File: config.mk
export PLATFORM = sky130hd
export DESIGN_NAME = ohci_rh_regs
export DESIGN_NICKNAME = d
export VERILOG_FILES = /design/src/rtl/ohci_root_hub_register_block_top_assert.svh /design/src/rtl/ohci_rh_pkg.sv /design/src/rtl/ohci_rh_regs.sv
export SDC_FILE = /design/constraint.sdc
export NUM_CORES = 1
export LEC_CHECK = 0
export ABC_AREA = 1
export BUFFER_PORTS_ARGS = -buffer_cell sky130_fd_sc_hd__buf_2
export CORE_MARGIN = 1
export CORE_UTILIZATION = 53
export CTS_CLUSTER_SIZE = 40
export DETAILED_ROUTE_END_ITERATION = 10
export HOLD_SLACK_MARGIN = 0.06
export PLACE_DENSITY = 0.83
export REMOVE_ABC_BUFFERS = 1
export SYNTH_ARGS = -nofsm -noshare
export SYNTH_HDL_FRONTEND = slang
export SYNTH_SLANG_ARGS = --single-unit
File: constraint.sdc
create_clock -name clk -period 1.3 [get_ports clk]
set_input_delay 0.065 -clock clk [delete_from_list [all_inputs] [get_ports clk]]
set_output_delay 0.065 -clock clk [all_outputs]
set_load 0.02 [all_outputs]
File: src/rtl/ohci_root_hub_register_block_top_assert.svh
// Assertion macros for the root hub register block.
// Both expect a clock named clk in scope; OHCI_RH_ASSERT also expects a reset named arst_n.
`ifndef OHCI_ROOT_HUB_REGISTER_BLOCK_TOP_ASSERT_SVH
`define OHCI_ROOT_HUB_REGISTER_BLOCK_TOP_ASSERT_SVH
`ifndef SYNTHESIS
`define OHCI_RH_ASSERT(lbl, prop) \
	lbl: assert property (@(posedge clk) disable iff (!arst_n) prop) \
	else $error("ohci_rh: assertion failed");
`define OHCI_RH_ASSERT_ALWAYS(lbl, prop) \
	lbl: assert property (@(posedge clk) prop) \
	else $error("ohci_rh: assertion failed");
`else
`define OHCI_RH_ASSERT(lbl, prop)
`define OHCI_RH_ASSERT_ALWAYS(lbl, prop)
`endif
`endif

File: src/rtl/ohci_rh_pkg.sv
package ohci_rh_pkg;

	localparam int STORE_BYTES = 4096;
	localparam int ADDR_W      = $clog2(STORE_BYTES);

	typedef logic [ADDR_W-1:0] addr_t;

	// One bus transaction as seen by the register and memory parts
	typedef struct packed {
		logic       acc;
		logic       wr;
		logic [11:0] ofs;
		logic [7:0] data;
	} rh_access_t;

	typedef struct packed {
		logic [7:0] cur;
		logic [7:0] chg;
	} port_upd_t;

	localparam logic [11:0] OFS_REV      = 12'h000;
	localparam logic [11:0] OFS_REV1     = 12'h001;
	localparam logic [11:0] OFS_CTRL     = 12'h004;
	localparam logic [11:0] OFS_CMD      = 12'h008;
	localparam logic [11:0] OFS_INT_ST   = 12'h00c;
	localparam logic [11:0] OFS_INT_ST3  = 12'h00f;
	localparam logic [11:0] OFS_INT_EN   = 12'h00d;
	localparam logic [11:0] OFS_INT_EN2  = 12'h00e;
	localparam logic [11:0] OFS_FM_INT1  = 12'h039;
	localparam logic [11:0] OFS_FM_RO2   = 12'h03a;
	localparam logic [11:0] OFS_FM_INT3  = 12'h03b;
	localparam logic [11:0] OFS_FM_RO6   = 12'h03e;
	localparam logic [11:0] OFS_FM_RO7   = 12'h03f;
	localparam logic [11:0] OFS_PER1     = 12'h041;
	localparam logic [11:0] OFS_PER_RO2  = 12'h042;
	localparam logic [11:0] OFS_PER_RO3  = 12'h043;
	localparam logic [11:0] OFS_LS1      = 12'h045;
	localparam logic [11:0] OFS_LS_RO2   = 12'h046;
	localparam logic [11:0] OFS_LS_RO3   = 12'h047;
	localparam logic [11:0] OFS_DESC_A0  = 12'h048;
	localparam logic [11:0] OFS_DESC_A1  = 12'h049;
	localparam logic [11:0] OFS_DESC_A2  = 12'h04a;
	localparam logic [11:0] OFS_DESC_A3  = 12'h04b;
	localparam logic [11:0] OFS_DESC_B0  = 12'h04c;
	localparam logic [11:0] OFS_DESC_B1  = 12'h04d;
	localparam logic [11:0] OFS_DESC_B2  = 12'h04e;
	localparam logic [11:0] OFS_DESC_B3  = 12'h04f;
	localparam logic [11:0] OFS_HUB_ST0  = 12'h050;
	localparam logic [11:0] OFS_HUB_ST1  = 12'h051;
	localparam logic [11:0] OFS_HUB_ST2  = 12'h052;
	localparam logic [11:0] OFS_HUB_ST3  = 12'h053;
	localparam logic [11:0] OFS_P1_ST    = 12'h054;
	localparam logic [11:0] OFS_P1_PWR   = 12'h055;
	localparam logic [11:0] OFS_P1_CHG   = 12'h056;
	localparam logic [11:0] OFS_P1_RO    = 12'h057;
	localparam logic [11:0] OFS_P2_ST    = 12'h058;
	localparam logic [11:0] OFS_P2_PWR   = 12'h059;
	localparam logic [11:0] OFS_P2_CHG   = 12'h05a;
	localparam logic [11:0] OFS_P2_RO    = 12'h05b;

	localparam logic [1:0] MODE_GANGED  = 2'd0;
	localparam logic [1:0] MODE_PERPORT = 2'd1;

	function automatic logic is_hc_reset(rh_access_t a);
		return a.acc && a.wr && (a.ofs == OFS_CMD) && a.data[0];
	endfunction

	// Bytes that live in flops because logic reads or modifies them
	function automatic logic is_flop_addr(logic [11:0] a);
		case (a)
			OFS_INT_ST, OFS_INT_ST3, OFS_DESC_A1, OFS_DESC_B2, OFS_HUB_ST1,
			OFS_HUB_ST2, OFS_P1_ST, OFS_P1_PWR, OFS_P1_CHG, OFS_P2_ST,
			OFS_P2_PWR, OFS_P2_CHG: return 1'b1;
			default: return 1'b0;
		endcase
	endfunction

	// Plain or masked stores that go to the memory
	function automatic logic mem_write_ok(logic [11:0] a);
		case (a)
			OFS_INT_EN, OFS_INT_EN2, OFS_FM_RO2, OFS_FM_RO6, OFS_FM_RO7,
			OFS_PER_RO2, OFS_PER_RO3, OFS_LS_RO2, OFS_LS_RO3, OFS_DESC_A0,
			OFS_DESC_A2, OFS_DESC_B1, OFS_DESC_B3, OFS_P1_RO, OFS_P2_RO,
			OFS_HUB_ST0, OFS_HUB_ST3: return 1'b0;
			default: return !is_flop_addr(a);
		endcase
	endfunction

	function automatic logic [7:0] mem_wval(logic [11:0] a, logic [7:0] v);
		case (a)
			OFS_FM_INT1, OFS_PER1: return v & 8'h3f;
			OFS_FM_INT3:           return v & 8'h80;
			OFS_LS1:               return v & 8'h0f;
			OFS_DESC_A3:           return v & 8'h03;
			OFS_DESC_B0:           return v & 8'h06;
			default:               return v;
		endcase
	endfunction

	function automatic logic [7:0] default_byte(addr_t a);
		case (a)
			addr_t'(OFS_REV):     return 8'h10;
			addr_t'(OFS_REV1):    return 8'h01;
			addr_t'(OFS_DESC_A0): return 8'h02;
			default:              return 8'h00;
		endcase
	endfunction

	function automatic port_upd_t port_command(logic [7:0] old, logic [7:0] chg,
			logic [7:0] v);
		port_upd_t r;
		r.cur = old;
		r.chg = chg;
		if (v[4]) begin
			if (old[0]) r.chg[4] = 1'b1;
			else r.chg[0] = 1'b1;
		end
		if (v[3]) r.cur[2] = 1'b0;
		if (v[2]) r.cur[2] = 1'b1;
		if (v[1]) begin
			if (old[0]) r.cur[1] = 1'b1;
			else r.chg[0] = 1'b1;
		end
		if (v[0]) begin
			if (old[0]) r.cur[1] = 1'b0;
			else r.chg[0] = 1'b1;
		end
		if (!r.cur[2] && old[2]) r.chg[2] = 1'b1;
		return r;
	endfunction

endpackage

File: src/rtl/ohci_rh_regs.sv
module ohci_rh_regs (
	input  logic                    clk,
	input  logic                    arst_n,
	input  ohci_rh_pkg::rh_access_t acc,
	output logic                    rd_hit,
	output logic [7:0]              rd_byte
);

	logic [7:0] int_st_q, int_st3_q, desc_a1_q, desc_b2_q, hub1_q, hub2_q;
	logic [7:0] p1_st_q, p1_pwr_q, p1_chg_q, p2_st_q, p2_pwr_q, p2_chg_q;
	logic [7:0] int_st_d, int_st3_d, desc_a1_d, desc_b2_d, hub1_d, hub2_d;
	logic [7:0] p1_st_d, p1_pwr_d, p1_chg_d, p2_st_d, p2_pwr_d, p2_chg_d;
	logic [1:0] mode;
	logic [7:0] v;
	ohci_rh_pkg::port_upd_t upd;
	logic       off1, off2;

	assign mode = desc_a1_q[1:0];
	assign v    = acc.data;

	always_comb begin
		int_st_d  = int_st_q;
		int_st3_d = int_st3_q;
		desc_a1_d = desc_a1_q;
		desc_b2_d = desc_b2_q;
		hub1_d    = hub1_q;
		hub2_d    = hub2_q;
		p1_st_d   = p1_st_q;
		p1_pwr_d  = p1_pwr_q;
		p1_chg_d  = p1_chg_q;
		p2_st_d   = p2_st_q;
		p2_pwr_d  = p2_pwr_q;
		p2_chg_d  = p2_chg_q;
		upd       = '0;
		off1      = 1'b0;
		off2      = 1'b0;
		if (acc.acc && acc.wr) begin
			case (acc.ofs)
				ohci_rh_pkg::OFS_CTRL: begin
					if (v[7:6] == 2'b00) begin
						p1_chg_d = 8'h16;
						p2_chg_d = 8'h16;
					end
				end
				ohci_rh_pkg::OFS_CMD: begin
					if (v[3]) int_st3_d = 8'h40;
				end
				ohci_rh_pkg::OFS_INT_ST:  int_st_d = int_st_q & ~(v & 8'h7f);
				ohci_rh_pkg::OFS_INT_ST3: int_st3_d = int_st3_q & ~(v & 8'h40);
				ohci_rh_pkg::OFS_DESC_A1: begin
					desc_a1_d = v & 8'h1b;
					if (v[1]) begin
						p1_pwr_d[0] = 1'b1;
						p2_pwr_d[0] = 1'b1;
					end
				end
				ohci_rh_pkg::OFS_DESC_B0: begin
					if (!v[2]) begin
						if (!p2_st_q[0]) p2_chg_d[0] = 1'b1;
						p2_st_d[0] = 1'b1;
					end
					if (!v[1]) begin
						if (!p1_st_q[0]) p1_chg_d[0] = 1'b1;
						p1_st_d[0] = 1'b1;
					end
				end
				ohci_rh_pkg::OFS_DESC_B2: desc_b2_d = v & 8'h06;
				ohci_rh_pkg::OFS_HUB_ST0: begin
					if (v[0]) begin
						if (mode == ohci_rh_pkg::MODE_GANGED) begin
							off1 = 1'b1;
							off2 = 1'b1;
						end else if (mode == ohci_rh_pkg::MODE_PERPORT) begin
							off1 = !desc_b2_q[1];
							off2 = !desc_b2_q[2];
						end
					end
				end
				ohci_rh_pkg::OFS_HUB_ST1: if (v[7]) hub1_d[7] = 1'b1;
				ohci_rh_pkg::OFS_HUB_ST2: begin
					hub2_d = hub2_q & ~(v & 8'h02);
					if (v[0]) begin
						if (mode == ohci_rh_pkg::MODE_GANGED) begin
							p1_pwr_d[0] = 1'b1;
							p2_pwr_d[0] = 1'b1;
						end else if (mode == ohci_rh_pkg::MODE_PERPORT) begin
							if (!desc_b2_q[1]) p1_pwr_d[0] = 1'b1;
							if (!desc_b2_q[2]) p2_pwr_d[0] = 1'b1;
						end
					end
				end
				ohci_rh_pkg::OFS_HUB_ST3: if (v[7]) hub1_d[7] = 1'b0;
				ohci_rh_pkg::OFS_P1_ST: begin
					upd = ohci_rh_pkg::port_command(p1_st_q, p1_chg_q, v);
					p1_st_d  = upd.cur;
					p1_chg_d = upd.chg;
				end
				ohci_rh_pkg::OFS_P2_ST: begin
					upd = ohci_rh_pkg::port_command(p2_st_q, p2_chg_q, v);
					p2_st_d  = upd.cur;
					p2_chg_d = upd.chg;
				end
				ohci_rh_pkg::OFS_P1_PWR: begin
					if (mode == ohci_rh_pkg::MODE_GANGED && desc_b2_q[1]) begin
						off1 = v[1];
						if (v[0]) p1_pwr_d[0] = 1'b1;
					end
				end
				ohci_rh_pkg::OFS_P2_PWR: begin
					if (mode == ohci_rh_pkg::MODE_GANGED && desc_b2_q[2]) begin
						if (v[1]) p2_pwr_d[0] = 1'b0;
						if (v[0]) p2_pwr_d[0] = 1'b1;
					end
				end
				ohci_rh_pkg::OFS_P1_CHG: p1_chg_d = p1_chg_q & ~(v & 8'h1f);
				ohci_rh_pkg::OFS_P2_CHG: p2_chg_d = p2_chg_q & ~(v & 8'h1f);
				default: ;
			endcase
			// power off comes before a power-on bit of the same write
			if (off1) begin
				p1_st_d  = p1_st_q & ~8'h17;
				p1_chg_d = p1_chg_q & ~8'h17;
				p1_pwr_d = {p1_pwr_q[7:1], v[0] && acc.ofs == ohci_rh_pkg::OFS_P1_PWR};
			end
			if (off2) begin
				p2_st_d  = p2_st_q & ~8'h17;
				p2_chg_d = p2_chg_q & ~8'h17;
				p2_pwr_d = {p2_pwr_q[7:1], 1'b0};
			end
		end
	end

	always_ff @(posedge clk or negedge arst_n) begin
		if (!arst_n) begin
			int_st_q  <= '0;
			int_st3_q <= '0;
			desc_a1_q <= '0;
			desc_b2_q <= '0;
			hub1_q    <= '0;
			hub2_q    <= '0;
			p1_st_q   <= '0;
			p1_pwr_q  <= '0;
			p1_chg_q  <= '0;
			p2_st_q   <= '0;
			p2_pwr_q  <= '0;
			p2_chg_q  <= '0;
		end else if (ohci_rh_pkg::is_hc_reset(acc)) begin
			int_st_q  <= '0;
			int_st3_q <= '0;
			desc_a1_q <= '0;
			desc_b2_q <= '0;
			hub1_q    <= '0;
			hub2_q    <= '0;
			p1_st_q   <= '0;
			p1_pwr_q  <= '0;
			p1_chg_q  <= '0;
			p2_st_q   <= '0;
			p2_pwr_q  <= '0;
			p2_chg_q  <= '0;
		end else begin
			int_st_q  <= int_st_d;
			int_st3_q <= int_st3_d;
			desc_a1_q <= desc_a1_d;
			desc_b2_q <= desc_b2_d;
			hub1_q    <= hub1_d;
			hub2_q    <= hub2_d;
			p1_st_q   <= p1_st_d;
			p1_pwr_q  <= p1_pwr_d;
			p1_chg_q  <= p1_chg_d;
			p2_st_q   <= p2_st_d;
			p2_pwr_q  <= p2_pwr_d;
			p2_chg_q  <= p2_chg_d;
		end
	end

	always_comb begin
		rd_hit = 1'b1;
		unique case (acc.ofs)
			ohci_rh_pkg::OFS_INT_ST:  rd_byte = int_st_q;
			ohci_rh_pkg::OFS_INT_ST3: rd_byte = int_st3_q;
			ohci_rh_pkg::OFS_DESC_A1: rd_byte = desc_a1_q;
			ohci_rh_pkg::OFS_DESC_B2: rd_byte = desc_b2_q;
			ohci_rh_pkg::OFS_HUB_ST1: rd_byte = hub1_q;
			ohci_rh_pkg::OFS_HUB_ST2: rd_byte = hub2_q;
			ohci_rh_pkg::OFS_P1_ST:   rd_byte = p1_st_q;
			ohci_rh_pkg::OFS_P1_PWR:  rd_byte = p1_pwr_q;
			ohci_rh_pkg::OFS_P1_CHG:  rd_byte = p1_chg_q;
			ohci_rh_pkg::OFS_P2_ST:   rd_byte = p2_st_q;
			ohci_rh_pkg::OFS_P2_PWR:  rd_byte = p2_pwr_q;
			ohci_rh_pkg::OFS_P2_CHG:  rd_byte = p2_chg_q;
			default: begin
				rd_hit  = 1'b0;
				rd_byte = '0;
			end
		endcase
	end

endmodule

==> results of run 1 <==
cells by family after synthesis:
family / count (synthesis) / share of synthesized area (%)
flip-flops: 34 / 31.0
AND/OR/NAND/NOR: 236 / 41.2
AO/OA/AOI/OAI: 82 / 16.8
buffers and inverters: 75 / 11.0
repair_timing:
item / 4_1_cts
hold endpoints to repair: 38
hold buffers: 5
setup endpoints to repair: 26
gates resized for setup: 67
setup buffers: 13
pin swaps: 31
cells in the mapped netlist (2+ instances only):
cell type / count / share of area [%]
nand2_1: 109 / 15
inv_1: 54 / 7.4
nand3_1: 40 / 7.3
nor2_1: 38 / 5.2
dfrtp_1: 34 / 31
a21oi_1: 31 / 5.6
o21ai_0: 18 / 3.3
inv_2: 13 / 1.8
o21ai_1: 13 / 2.4
nand4_1: 11 / 2.5
nor2_2: 8 / 1.8
buf_2: 5 / 0.91
nand2_2: 5 / 1.1
nor2_4: 5 / 2.0
nor3_1: 5 / 0.91
nand2_4: 4 / 1.6
o22ai_1: 4 / 0.91
a31oi_1: 3 / 0.68
nand3b_1: 3 / 0.82
nor4_1: 3 / 0.68
o31ai_1: 3 / 0.82
a22o_1: 2 / 0.64
per-layer routing:
layer | global-route usage [%] | overflow
met1 | 72.3 | 0
met2 | 90.1 | 7
met3 | 51.2 | 1
met4 | 69.2 | 9
met5 | 9.26 | 0
through the flow:
stage	std cells	hold slack (ns)	util (%)	worst slack [ns]
2_1_floorplan	421	-0.231	-	-0.0788
3_3_place_gp	605	-0.136	74.9	-0.262
3_5_place_dp	605	-0.136	74.9	-0.292
4_1_cts	627	0.0774	83.5	-0.215
==> results list, run 1 <==
* Outcome: aborted with a tool error
- Stopping stage: global routing (5_1_grt)
- The first error in the log reads "[ERROR GRT-0232] Routing congestion too high. Check the congestion heatmap in the GUI".
- The initialized floorplan defines 25 standard-cell rows.
- Warnings from Yosys: 0
- Initial Utilization: between 50% and 60%
* Share of the yosys chip area belonging to registers: a little under a third
- Weighted congestion reported at the end of routability-driven placement: roughly 1
- Measured along the x axis, the die boundary spans approximately 74 um.
* Root buffer cell: clkbuf_8
- The placed instances occupy a cell area of 3630 um2.
* Share of synthesized registers carrying an async set or reset: 100%
- Kind of pin the worst path terminates on: register data pin
* Die Span Y: ~74 um
- Counting flops with a built-in enable in the synthesized netlist gives 0.
- Counting every sink on the clock net gives 34.
- # H-tree levels: 2
- For this run, the leading register cell type out of synthesis is dfrtp_1.
- Mean Syn Cell Area: roughly 6.4 um2
- Maximum number of pins on one net before global-route repair: 34
* Cts bufs inserted: 5
* Last worst endpoint in the global-route repair_timing: p1_pwr_q[0]$_DFFE_PN0P_/D
- Global routing used between 70% and 80% of the available tracks.
- The longest clock path from root to sink contains 2 buffers.
* Gate count of the mapped netlist: roughly 430
- Synth cell types: 38
- Summed over all layers, the global routing overflow is 17.
- Area of the mapped netlist: roughly 2700 um2
* I/O pin total: 33
- Detailed placement ended at an HPWL of slightly below 8 mm.
* Count of input and output buffers: 32
* FF+latch count, synth: 34
==> run 2: changes to the inputs <==
--- a/config.mk
+++ b/config.mk
@@ -8,11 +8,9 @@
 export ABC_AREA = 1
 export BUFFER_PORTS_ARGS = -buffer_cell sky130_fd_sc_hd__buf_2
 export CORE_MARGIN = 1
-export CORE_UTILIZATION = 53
-export CTS_CLUSTER_SIZE = 40
+export CORE_UTILIZATION = 40
 export DETAILED_ROUTE_END_ITERATION = 10
-export HOLD_SLACK_MARGIN = 0.06
-export PLACE_DENSITY = 0.83
+export PLACE_DENSITY_LB_ADDON = 0.15
 export REMOVE_ABC_BUFFERS = 1
 export SYNTH_ARGS = -nofsm -noshare
 export SYNTH_HDL_FRONTEND = slang
==> constraint.sdc (replaced) <==
create_clock -name clk -period 1.69 [get_ports clk]
set_input_delay 0.0845 -clock clk [delete_from_list [all_inputs] [get_ports clk]]
set_output_delay 0.0845 -clock clk [all_outputs]
set_load 0.02 [all_outputs]
==> results list, run 2 <==
- The die span in x came to 84.9 um (was 74.0 um).
- The worst-case IR drop observed on VDD is just over 0.0003 V.
- # H-tree levels: 2 (unchanged)
- CP startpoint kind: input pin
* Top metal layer carrying routed signals: met4
* Yosys top cell area share: 31.0% (unchanged)
- Initial DRC Count: approximately 370
* Area of the mapped netlist: 2750 um2 (unchanged)
* Post-synthesis cell type with the largest combined area: dfrtp_1 (unchanged)
* FF+latch count, synth: 34 (unchanged)
- Core region area: between 6000 and 7000 um2
- After layout, the worst setup slack is roughly 0.075 ns.
- Tightest Hold Check Type: input pin to flop
- Hold Fails Final Rpt: 0
* Leakage component of the power: between 0.0015 and 0.002 uW
- Leading cell types by total area after synthesis: dfrtp_1, nand2_1, inv_1 (unchanged).
- After detailed routing, the number of remaining DRC violations is 0.
* CTS tree: yes
* Worst Path Class, Setup: input pin to primary output
* Initial Utilization: 42.3% (was 56.7%)
- Later-pin clock latency in the skew report: around 0.3 ns
- Switching power summed over all nets: ~500 uW
- GRT Residual Overflow: 0
* Routed metal-1 wirelength: 4.02 mm
- Most instantiated cells after synthesis: nand2_1, inv_1, nand3_1 (unchanged)
- Summed over all layers, the routed wires come to 9.31 mm.
* Synth cell types: 38 (unchanged)
- int_st_q holds more flip-flops than any other register.
- Unrepaired setup endpoints after global routing: yes
- After layout, the minimum clock period comes to 1.62 ns.
- For this run, the top clock speed supported by timing is slightly above 600 MHz.
* Routed via count: 3195
* Post-detailed-placement cell area: 3170 um2 (was 3630 um2)
- The total half-perimeter wirelength after legalization and detailed placement is 7.29 mm (was 7.87 mm).
- Gate count of the mapped netlist: 427 (unchanged)
- Critical path data required time: approximately 1.6 ns
* All-Layer GR Usage: 27.5%
* Warnings from Yosys: 0 (unchanged)
* Biggest regs: int_st_q x7, p1_chg_q x5, p2_chg_q x5
* Pre-CTS setup slack: 0.0210 ns (was -0.292 ns)
- Tightest Pin Transition: 0.417 ns
* Final std cell area, no fill: 3310 um2
- At the worst endpoint, the arrival time is 1.53 ns.
- Pwr dens: just over 500 nW/um2
- The portion of the post-synthesis area used by sequential elements came to 31.0% (unchanged).
- The post-route netlist has 24.1% of its cells at a drive strength greater than 1.
- Number of nets in the final layout: roughly 510
- Root buffer cell: clkbuf_8 (unchanged)
- Number of sinks on the clock net: 34 (unchanged)
- Vias in the first global route: between 3000 and 4000
- Across the run, the number of max-cap violations was 0.
* Max reg flops: 7
- Switching fraction of total power: 29.0%
- Clk pin slew, worst setup/hold paths: about 0.07 ns
* Cell internal pwr: around 1200 uW
- The library cell used most frequently in the layout, excluding fill and tap cells, is nand2_1.
* Fill count: 663
- Weighted congestion reported at the end of routability-driven placement: 0.947 (was 0.980)
- Die Span Y: 84.9 um (was 74.0 um)
* Outcome: finished clean (was aborted with a tool error)
- In the finished design, the share of the clock period the worst path needs comes to 95.6%.
- Dividing the detail-routed wire length by the instance count gives approximately 17 um.
* Average vias per placed instance: ~5.7
- Endpoint kind of the worst setup timing path: primary output
* Bufs on Longest Clock Path: 2 (unchanged)
- Headroom to the max-slew limit came out at 72.1%.
- Combinational logic is responsible for a little over an eighth of the overall power.
- Post-synth EDFFs: 0 (unchanged)
- Mean Syn Cell Area: 6.44 um2 (unchanged)
- Sequential cells burn 47.8% of the power.
* Most frequent cells in the layout: nand2_1, inv_1, nand3_1, nor2_1, dfrtp_1
- Share of total power in the clock network: between 30% and 40%
- Detailed-router iteration count before antenna repair: 5
* Post-route setup TNS: 0 ns
- The flip-flop cell with the highest count after synthesis is dfrtp_1 (unchanged).
- Biggest fanout along the worst timing path: 7
- Entering global routing, the biggest net connects 35 pins.
- Area grow syn2layout: 20.5%
- Count of input and output buffers: 32 (unchanged)
- The design draws 1710 uW.
* Met2 wire length: between 4 and 5 mm
- Once layout is complete, the utilization of the core stands at between 50% and 60%.
- Initial antenna violation count: 0
* Share of synthesized registers carrying an async set or reset: 100% (unchanged)
- Antenna diode count: 0
- Setup violations remaining at the end of the flow were counted as 0.
- The number of top-level design ports is 33 (unchanged).
- Die outline area: 7210 um2
- Global-route wire length before repair: 15.4 mm
- Cts bufs inserted: 5 (unchanged)
* Residual antenna-violating net count after detailed routing: 0
* Site Rows: 29 (was 25)
- The library cell with the highest instance count after synthesis was nand2_1 (unchanged).
* Worst Skew: 0.0110 ns
* Met3 layer wire length in the routed design: between 800 and 900 um
- The final number of max-transition violations is 0.
[run 2: cell counts after synthesis]
No cell type changed its count.
[run 2: cell type report]
type                    instances  area (um2)  share of cell area (%)
well taps                      77        96.3                    2.91
flip-flops and latches         34         851                    25.7
clock buffers                   7        86.3                    2.61
multi-input cells             318        1630                    49.2
clock inverters                 1        5.00                   0.151
repair buffers                 57         378                    11.4
inverters                      69         267                    8.04
[run 2: cells by family (layout without fill, tap and decap cells)]
| group | Yosys count | in the layout | share of synthesized area [%] |
|---|---|---|---|
| AOI/OAI and AO/OA | 82 | 82 | 16.8 |
| buffers and inverters | 75 | 134 | 11.0 |
| and+or+nand+nor | 236 | 236 | 41.2 |
| DFF | 34 | 34 | 31.0 |
[run 2: worst paths after layout]
kind	end	startpoint	slack [ns]	depth (start not counted)
min in group asynchronous	hub1_q[7]	arst_n	0.26	3
max in group asynchronous	p1_chg_q[1]	arst_n	1.22	3
hold reg to reg	int_st3_q[6]	int_st3_q[6]	0.50	2
hold / removal	int_st_q[6]	acc[6]	0.0005	2
setup / recovery	rd_byte[2]	acc[12]	0.07	10
setup reg to reg	p2_chg_q[1]	desc_a1_q[0]	0.08	8
[run 2: what timing repair did]
action / CTS / global route
buffers inserted: 0 / 0
setup endpoints to repair: 0 / 13
gates resized for setup: 0 / 12
endpoints found under the hold margin: 35 / 0
hold buffers: 2 / 0
[run 2: critical path, cell delays in order]
cell and delay [ns]:
buf_2 0.11, nor2_1 0.17, nand2_1 0.13, nor2_4 0.25, nand2_2 0.16, inv_1 0.16
nand2_1 0.08, o2111a_1 0.15, nand3_1 0.06, buf_2 0.16
[run 2: metrics by stage]
stage | instances | hold WS [ns]
final | 563 | 0.000545
after global routing | 563 | 0.0152
after CTS | 563 | 0.00410
after detailed placement | 553 | 0.0597
after global placement | 553 | 0.0613
after floorplan | 421 | -0.211
[run 2: metal layers]
| metal | vias to the layer above | global-route usage [%] |
|---|---|---|
| met2 | 192 | 44.3 |
| met1 | 1450 | 37.4 |
| met3 | 29 | 4.38 |
| met5 | - | 0 |
| met4 | 0 | 9.55 |
| li1 | 1524 | - |
[run 2: power groups by stage]
stage,logic (uW),registers (uW),clock network [uW]
global route,249,821,702
finish,230,820,665
global placement,220,836,0
detailed placement,220,836,0
CTS,224,820,670
floorplan,96.2,835,0
No activity file was read; power rests on OpenSTA's default activity.
==> run 3: changes to the inputs <==
==> constraint.sdc (replaced) <==
create_clock -name clk -period 1.4 [get_ports clk]
set_input_delay 0.07 -clock clk [delete_from_list [all_inputs] [get_ports clk]]
set_output_delay 0.07 -clock clk [all_outputs]
set_load 0.02 [all_outputs]
==> results list, run 3 (same netlist as run 2, synthesis figures left out) <==
- The via count is 3495 (was 3195).
* Worst Reg2Reg Path Length in Cells: 11 (was 8)
* Core region area: 6490 um2 (unchanged)
- The floorplan die area is 7210 um2 (unchanged).
* Site Rows: 29 (unchanged)
- Hold Fails Final Rpt: 0 (unchanged)
- The total setup violations reported at the end of the flow came to 18 (was 0).
* Biggest fanout along the worst timing path: 4 (was 7)
* Worst setup slack after layout: -0.126 ns (was 0.0748 ns)
* Tightest Pin Transition: 0.453 ns (was 0.417 ns)
- Of the available clock period, the critical path in the final layout requires 109%.
* Worst-case headroom to the max-slew limit: 69.8% (was 72.1%)
- The layout cell share with drive strength beyond 1 came to 44.5% (was 24.1%).
- The routed length per instance is 16.2 um (was 16.5 um).
- The most numerous cell type found on the critical path is nand2_1.
* Global-route wire length before repair: 16.1 mm (was 15.4 mm)
- The number of detailed-routing iterations run before antenna repair was 5 (unchanged).
- The top register by number of flip-flops was int_st_q (unchanged).
- Vias in the first global route: 3244 (was 3094)
- The cell area reported after detailed placement came to 3660 um2 (was 3170 um2).
- CTS tree: yes (unchanged)
- The number of antenna diodes was 0 (unchanged).
- The hold path depth is 2 (unchanged).
- The count of nets left with antenna violations after detail routing was 0 (unchanged).
- Wirelength, routed: 10.5 mm (was 9.31 mm)
- Unrepaired setup endpoints after global routing: yes (unchanged).
- The type of the worst setup path is flop to flop (was input pin to primary output).
* Max reg flops: 7 (unchanged)
- The worst path in the final design needs a cycle of roughly 1.5 ns, including I/O delays and setup.
- The number of antenna violations at the first check in global routing came to 0 (unchanged).
* Endpoint kind of the worst setup timing path: flop (was primary output)
- Leakage component of the power: 0.00235 uW (was 0.00182 uW)
- The checks that failed: setup timing.
- The minimum hold slack is 0.0297 ns (was 0.000545 ns).
* Average vias per placed instance: 5.39 (was 5.67)
- Final std cell area, no fill: 4300 um2 (was 3310 um2)
* Later-pin clock latency in the skew report: 0.28 ns (was 0.30 ns)
- Critical path data required time: 1.59 ns (was 1.61 ns)
* Most frequent cells in the layout: buf_4, nand2_1, inv_1, dfrtp_1, nand3_1 (was nand2_1, inv_1, nand3_1, nor2_1, dfrtp_1)
- Maximum number of pins on one net before global-route repair: 35 (unchanged)
- Slew Limit Fails: 0 (unchanged)
* Largest stage delay on the critical path: 0.47 ns (was 0.25 ns)
* Cts bufs inserted: 5 (unchanged)
- Clk pin slew, worst setup/hold paths: 0.07 ns (about the same)
* Bufs on Longest Clock Path: 2 (unchanged)
- The height of the die was 84.9 um (unchanged).
- Number of standard cells in the layout, taps in and fillers out: 648 (was 563)
* Total Power: 2120 uW (was 1710 uW)
- Number of nets in the final layout: 594 (was 509)
- # H-tree levels: 2 (unchanged)
* GRT Residual Overflow: 0 (unchanged)
- For this run, the top clock speed supported by timing is approximately 660 MHz.
* Number of sinks on the clock net: 34 (unchanged)
- Cells traversed along the worst timing path: inv_1 > nand2_2 > nor2_4 > nand3_2 > o21ai_1 > nor2_2 > nand3_2 > nand2_1 > nand2_1 > nand2_1 > inv_1 (was buf_2 > nor2_1 > nand2_1 > nor2_4 > nand2_2 > inv_1 > nand2_1 > o2111a_1 > nand3_1 > buf_2)
- Pwr dens: 493 nW/um2 (was 517 nW/um2)
* DRC errors left: 0 (unchanged)
* Horizontal die dimension: 84.9 um (unchanged)
- I/O pin total: 33 (unchanged)
- CP startpoint kind: flop (was input pin)
- Root buffer cell: clkbuf_8 (unchanged)
- The number of port buffers came to 32 (unchanged).
* Initial DRC Count: 231 (was 367)
- The data arrival at the endpoint of the critical path is 1.71 ns (was 1.53 ns).
- The layout-stage area growth over the synthesis result is 56.3% (was 20.5%).
- The final estimated routing congestion in global placement came to 0.939 (was 0.947).
- Max-cap violations: 0 (unchanged)
- Tightest Hold Check Type: input pin to flop (unchanged)
* Outcome: finished with violations (was finished clean)
* Most common cell after layout, fill and taps aside: buf_4 (was nand2_1)
- Biggest regs: int_st_q x7, p1_chg_q x5, p2_chg_q x5 (unchanged)
- The total half-perimeter wirelength after legalization and detailed placement came to 7.73 mm (was 7.29 mm).
- Placed insts: 619 (was 553)
- The total global-route track usage is 28.9% (was 27.5%).
* Slowest stage cell on the critical path: dfrtp_1 (was nor2_4)
- Worst ir drop on vdd: 0.000373 V (was 0.000303 V)
- The starting density of the core came to 42.3% (unchanged).
- The worst clock skew on the final layout was 0.00438 ns (was 0.0110 ns).
[run 3: critical path: cells and delay by family, from the launching register on]
kind,cells,cell delay (ns)
flip-flops,1,0.47
AND/OR/NAND/NOR,8,0.74
buffers and inverters,2,0.14
AO/OA/AOI/OAI,1,0.07
[run 3: final timing paths]
kind	start	to	slack [ns]
max	desc_a1_q[1]	p1_chg_q[0]	-0.13
min	acc[2]	int_st_q[2]	0.03
min reg2reg	hub2_q[1]	hub2_q[1]	0.49
min in group asynchronous	arst_n	hub1_q[7]	0.34
max reg2reg	desc_a1_q[1]	p1_chg_q[0]	-0.13
max in group asynchronous	arst_n	p1_st_q[0]	0.70
[run 3: layer usage]
layer	wire [um]	GRT usage, %	part of all wire, %	vias to the layer above
met5	0	0	0	-
met4	285	9.40	2.7	0
met3	605	3.89	5.8	29
met2	4940	46.9	47	139
met1	4640	39.9	44	1634
li1	-	-	-	1693
[run 3: repair_timing]
item / 4_1_cts / 5_1_grt
endpoints found under the hold margin: 36 / 0
setup endpoints to repair: 24 / 25
setup buffers: 10 / 9
resized for setup: 37 / 76
pin swaps: 18 / 34
hold buffers: 3 / 0
[run 3: layout make-up]
cell class / count / area [um2]
clock inverters: 1 / 5.00
flip-flops and latches: 34 / 853
clock buffers: 7 / 86.3
multi-input cells: 318 / 1870
well taps: 77 / 96.3
repair buffers: 142 / 1110
fillers: 567 / 2200
inverters: 69 / 274
[run 3: metrics by stage]
| step | utilization [%] | worst slack [ns] | TNS [ns] |
|---|---|---|---|
| 2_1_floorplan | - | 0.0212 | 0 |
| 3_3_place_gp | 56.4 | -0.256 | -3.96 |
| 3_5_place_dp | 56.4 | -0.248 | -3.78 |
| 4_1_cts | 61.1 | -0.125 | -0.622 |
| 5_1_grt | 66.2 | -0.220 | -2.85 |
| 6_report | 66.2 | -0.126 | -1.36 |
[run 3: power by group]
part / leakage, uW / internal (uW) / switching (uW)
logic: 0.00189 / 146 / 225
clock network: 0.0000482 / 397 / 359
registers: 0.000409 / 987 / 4.31
total: 0.00235 / 1530 / 588
==> run 4: changes to the inputs <==
--- a/config.mk
+++ b/config.mk
@@ -10,7 +10,7 @@
 export CORE_MARGIN = 1
 export CORE_UTILIZATION = 40
 export DETAILED_ROUTE_END_ITERATION = 10
-export PLACE_DENSITY_LB_ADDON = 0.15
+export PLACE_DENSITY = 0.61
 export REMOVE_ABC_BUFFERS = 1
 export SYNTH_ARGS = -nofsm -noshare
 export SYNTH_HDL_FRONTEND = slang
==> results list, run 4 (same netlist as run 2, synthesis figures left out) <==
- Antenna diode count: 0 (unchanged)
- The relative max-transition margin was 73.8% (was 69.8%).
- Vias in the first global route: 3326 (was 3244)
- Maximum number of pins on one net before global-route repair: 29 (was 35)
- Slowest stage cell on the critical path: dfrtp_1 (unchanged)
- The number of violations reported at the end of detailed-routing iteration 0 is 250 (was 231).
* Tightest Hold Check Type: input pin to flop (unchanged)
* Hold Fails Final Rpt: 0 (unchanged)
* Global-route wire length before repair: 16.6 mm (was 16.1 mm)
* Number of nets in the final layout: 602 (was 594)
- Pwr dens: 468 nW/um2 (was 493 nW/um2)
* Initial Utilization: 42.3% (unchanged)
* Die Span Y: 84.9 um (unchanged)
* Final std cell area, no fill: 4440 um2 (was 4300 um2)
* Max reg flops: 7 (unchanged)
- The minimum period implied by the final worst setup slack came to 1.56 ns (was 1.53 ns).
- The critical path launch point type is a flop (unchanged).
- Cts bufs inserted: 5 (unchanged)
* I/O pin total: 33 (unchanged)
- All-Layer GR Usage: 29.7% (was 28.9%)
- The routed via count divided by cell count is 5.53 (was 5.39).
- Site Rows: 29 (unchanged)
- The final estimated routing congestion in global placement is 0.980 (was 0.939).
- The setup TNS is -1.39 ns (was -1.36 ns).
- Worst Path Class, Setup: flop to flop (unchanged)
* Biggest fanout along the worst timing path: 4 (unchanged)
- Biggest regs: int_st_q x7, p1_chg_q x5, p2_chg_q x5 (unchanged).
* CP Data Arrival Time: 1.73 ns (was 1.71 ns)
* Worst ir drop on vdd: 0.000486 V (was 0.000373 V)
- Endpoint kind of the worst setup timing path: flop (unchanged)
- The TritonCTS sink count was 34 (unchanged).
* Critical path data required time: 1.58 ns (was 1.59 ns)
* DRC errors left: 2 (was 0)
- Most common cell after layout, fill and taps aside: buf_4 (unchanged)
- Top register by number of flip-flops: int_st_q (unchanged)
- Max Clk Rate: 642 MHz (was 655 MHz)
* Wirelength, routed: 10.8 mm (was 10.5 mm)
- The die span in x came to 84.9 um (unchanged).
- Register Area: 852 um2 (was 853 um2)
- Number of standard cells in the layout, taps in and fillers out: 655 (was 648)
* Initial antenna violation count: 0 (unchanged)
- Max-cap violations: 0 (unchanged)
- The latest clock arrival within the worst-skew pair is 0.29 ns (was 0.28 ns).
* Placed insts: 622 (was 619)
- # H-tree levels: 2 (unchanged)
* Area grow syn2layout: 61.6% (was 56.3%)
- Cell class contributing the biggest share of worst-path delay: simple AND/OR/NAND/NOR gates (unchanged)
* Endpoints failing setup: 16 (was 18)
* Detailed-router iteration count before antenna repair: 9 (was 5)
- Wire per inst: 16.5 um (was 16.2 um)
- CTS tree: yes (unchanged)
* Bufs on Longest Clock Path: 2 (unchanged)
* GRT Residual Overflow: 0 (unchanged)
* Most frequent cells in the layout: buf_4, nand2_1, inv_1, dfrtp_1, nand3_1 (unchanged)
* Worst setup slack after layout: -0.157 ns (was -0.126 ns)
- The portion of the clock cycle consumed by the worst path in the final layout came to 111% (was 109%).
* Unrepaired setup endpoints after global routing: yes (unchanged)
- The transition at the pin with the smallest max-transition slack is 0.389 ns (was 0.453 ns).
* DP HPWL: 8.02 mm (was 7.73 mm)
- Cells traversed along the worst timing path: nor2_2 > nand2_2 > nor2_4 > inv_2 > o21ai_4 > nor2_2 > nand2_1 > nand2_2 > nand2_1 > o21ai_1 (was inv_1 > nand2_2 > nor2_4 > nand3_2 > o21ai_1 > nor2_2 > nand3_2 > nand2_1 > nand2_1 > nand2_1 > inv_1)
* Post-detailed-placement cell area: 3700 um2 (was 3660 um2)
- The layout cell share with drive strength beyond 1 was 47.9% (was 44.5%).
- Outcome: finished with violations (unchanged).
- The placeable core area came to 6490 um2 (unchanged).
- The cell chosen for the clock root is clkbuf_8 (unchanged).
- The final number of max-transition violations is 0 (unchanged).
- Fraction of the core area covered by cells at the end of the flow: 68.4% (was 66.2%)
* Routed via count: 3621 (was 3495)
* Fill count: 542 (was 567)
- Leakage component of the power: 0.00243 uW (was 0.00235 uW)
- Worst Skew: 0.00660 ns (was 0.00438 ns)
- The count of nets left with antenna violations after detail routing was 0 (unchanged).
- Count of input and output buffers: 32 (unchanged)
- The floorplan die area was 7210 um2 (unchanged).
* Violations in the final reports: DRC, setup timing (was setup timing)
- The clock transition time at the flip-flop clock pins of the worst setup and hold paths is 0.07 ns (about the same).
* Total Power: 2080 uW (was 2120 uW)
- Area of the multi-input gates: 1980 um2 (was 1870 um2)
- The delay of the slowest cell on the worst path is 0.43 ns (was 0.47 ns).
- Bufs and invs on worst path: 1 (was 2)
[run 4: cell types whose count changed in the layout (fill, tap and decap cells not counted), moves of 2 or more]
cell / delta
buf_4: +11
nand2_1: -7
inv_2: +5
buf_6: -3
inv_4: -3
nand2_2: +3
nand2_4: +3
nand3_1: -3
inv_1: -2
nand3_2: +2
nor2_4: +2
[run 4: area by class of cell]
cell class / instances / area share, %
timing repair buffer: 150 / 26.4
inverter: 69 / 6.00
clock buffer: 5 / 1.55
sequential: 34 / 19.2
multi-input combinational: 318 / 44.5
clock inverter: 2 / 0.225
tap: 77 / 2.17
[run 4: final timing paths]
path	slack, ns	endpoint	from	cells after the start
max reg2reg	-0.16	p1_st_q[1]	desc_a1_q[1]	10
max	-0.16	p1_st_q[1]	desc_a1_q[1]	10
min in group asynchronous	0.15	hub1_q[7]	arst_n	2
min reg2reg	0.48	hub2_q[1]	hub2_q[1]	2
max in group asynchronous	0.83	p1_st_q[0]	arst_n	3
min	0.05	int_st_q[2]	acc[2]	2
[run 4: through the flow]
| stage | worst slack, ns | hold WS [ns] |
|---|---|---|
| 2_1_floorplan | 0.0212 | -0.226 |
| 3_3_place_gp | -0.286 | -0.0784 |
| 3_5_place_dp | -0.279 | -0.0762 |
| 4_1_cts | -0.0776 | 0.0349 |
| 5_1_grt | -0.262 | 0.0454 |
| 6_report | -0.157 | 0.0511 |
[run 4: repair_timing]
item / CTS / global route
buffers inserted: 8 / 17
hold endpoints to repair: 36 / 0
setup endpoints to repair: 21 / 24
hold buffers: 3 / 0
pin swaps: 11 / 36
resized for setup: 38 / 94
[run 4: routing by layer]
metal	part of all wire (%)	track usage, %
met2	46	48.2
met4	3.9	8.17
met3	7.7	4.28
met5	0	0
met1	42	41.5
[run 4: power breakdown]
group / leakage [uW] / switching [uW] / total [uW] / internal [uW]
logic: 0.00197 / 232 / 383 / 150
registers: 0.000411 / 4.28 / 991 / 987
clock network: 0.0000438 / 372 / 706 / 334
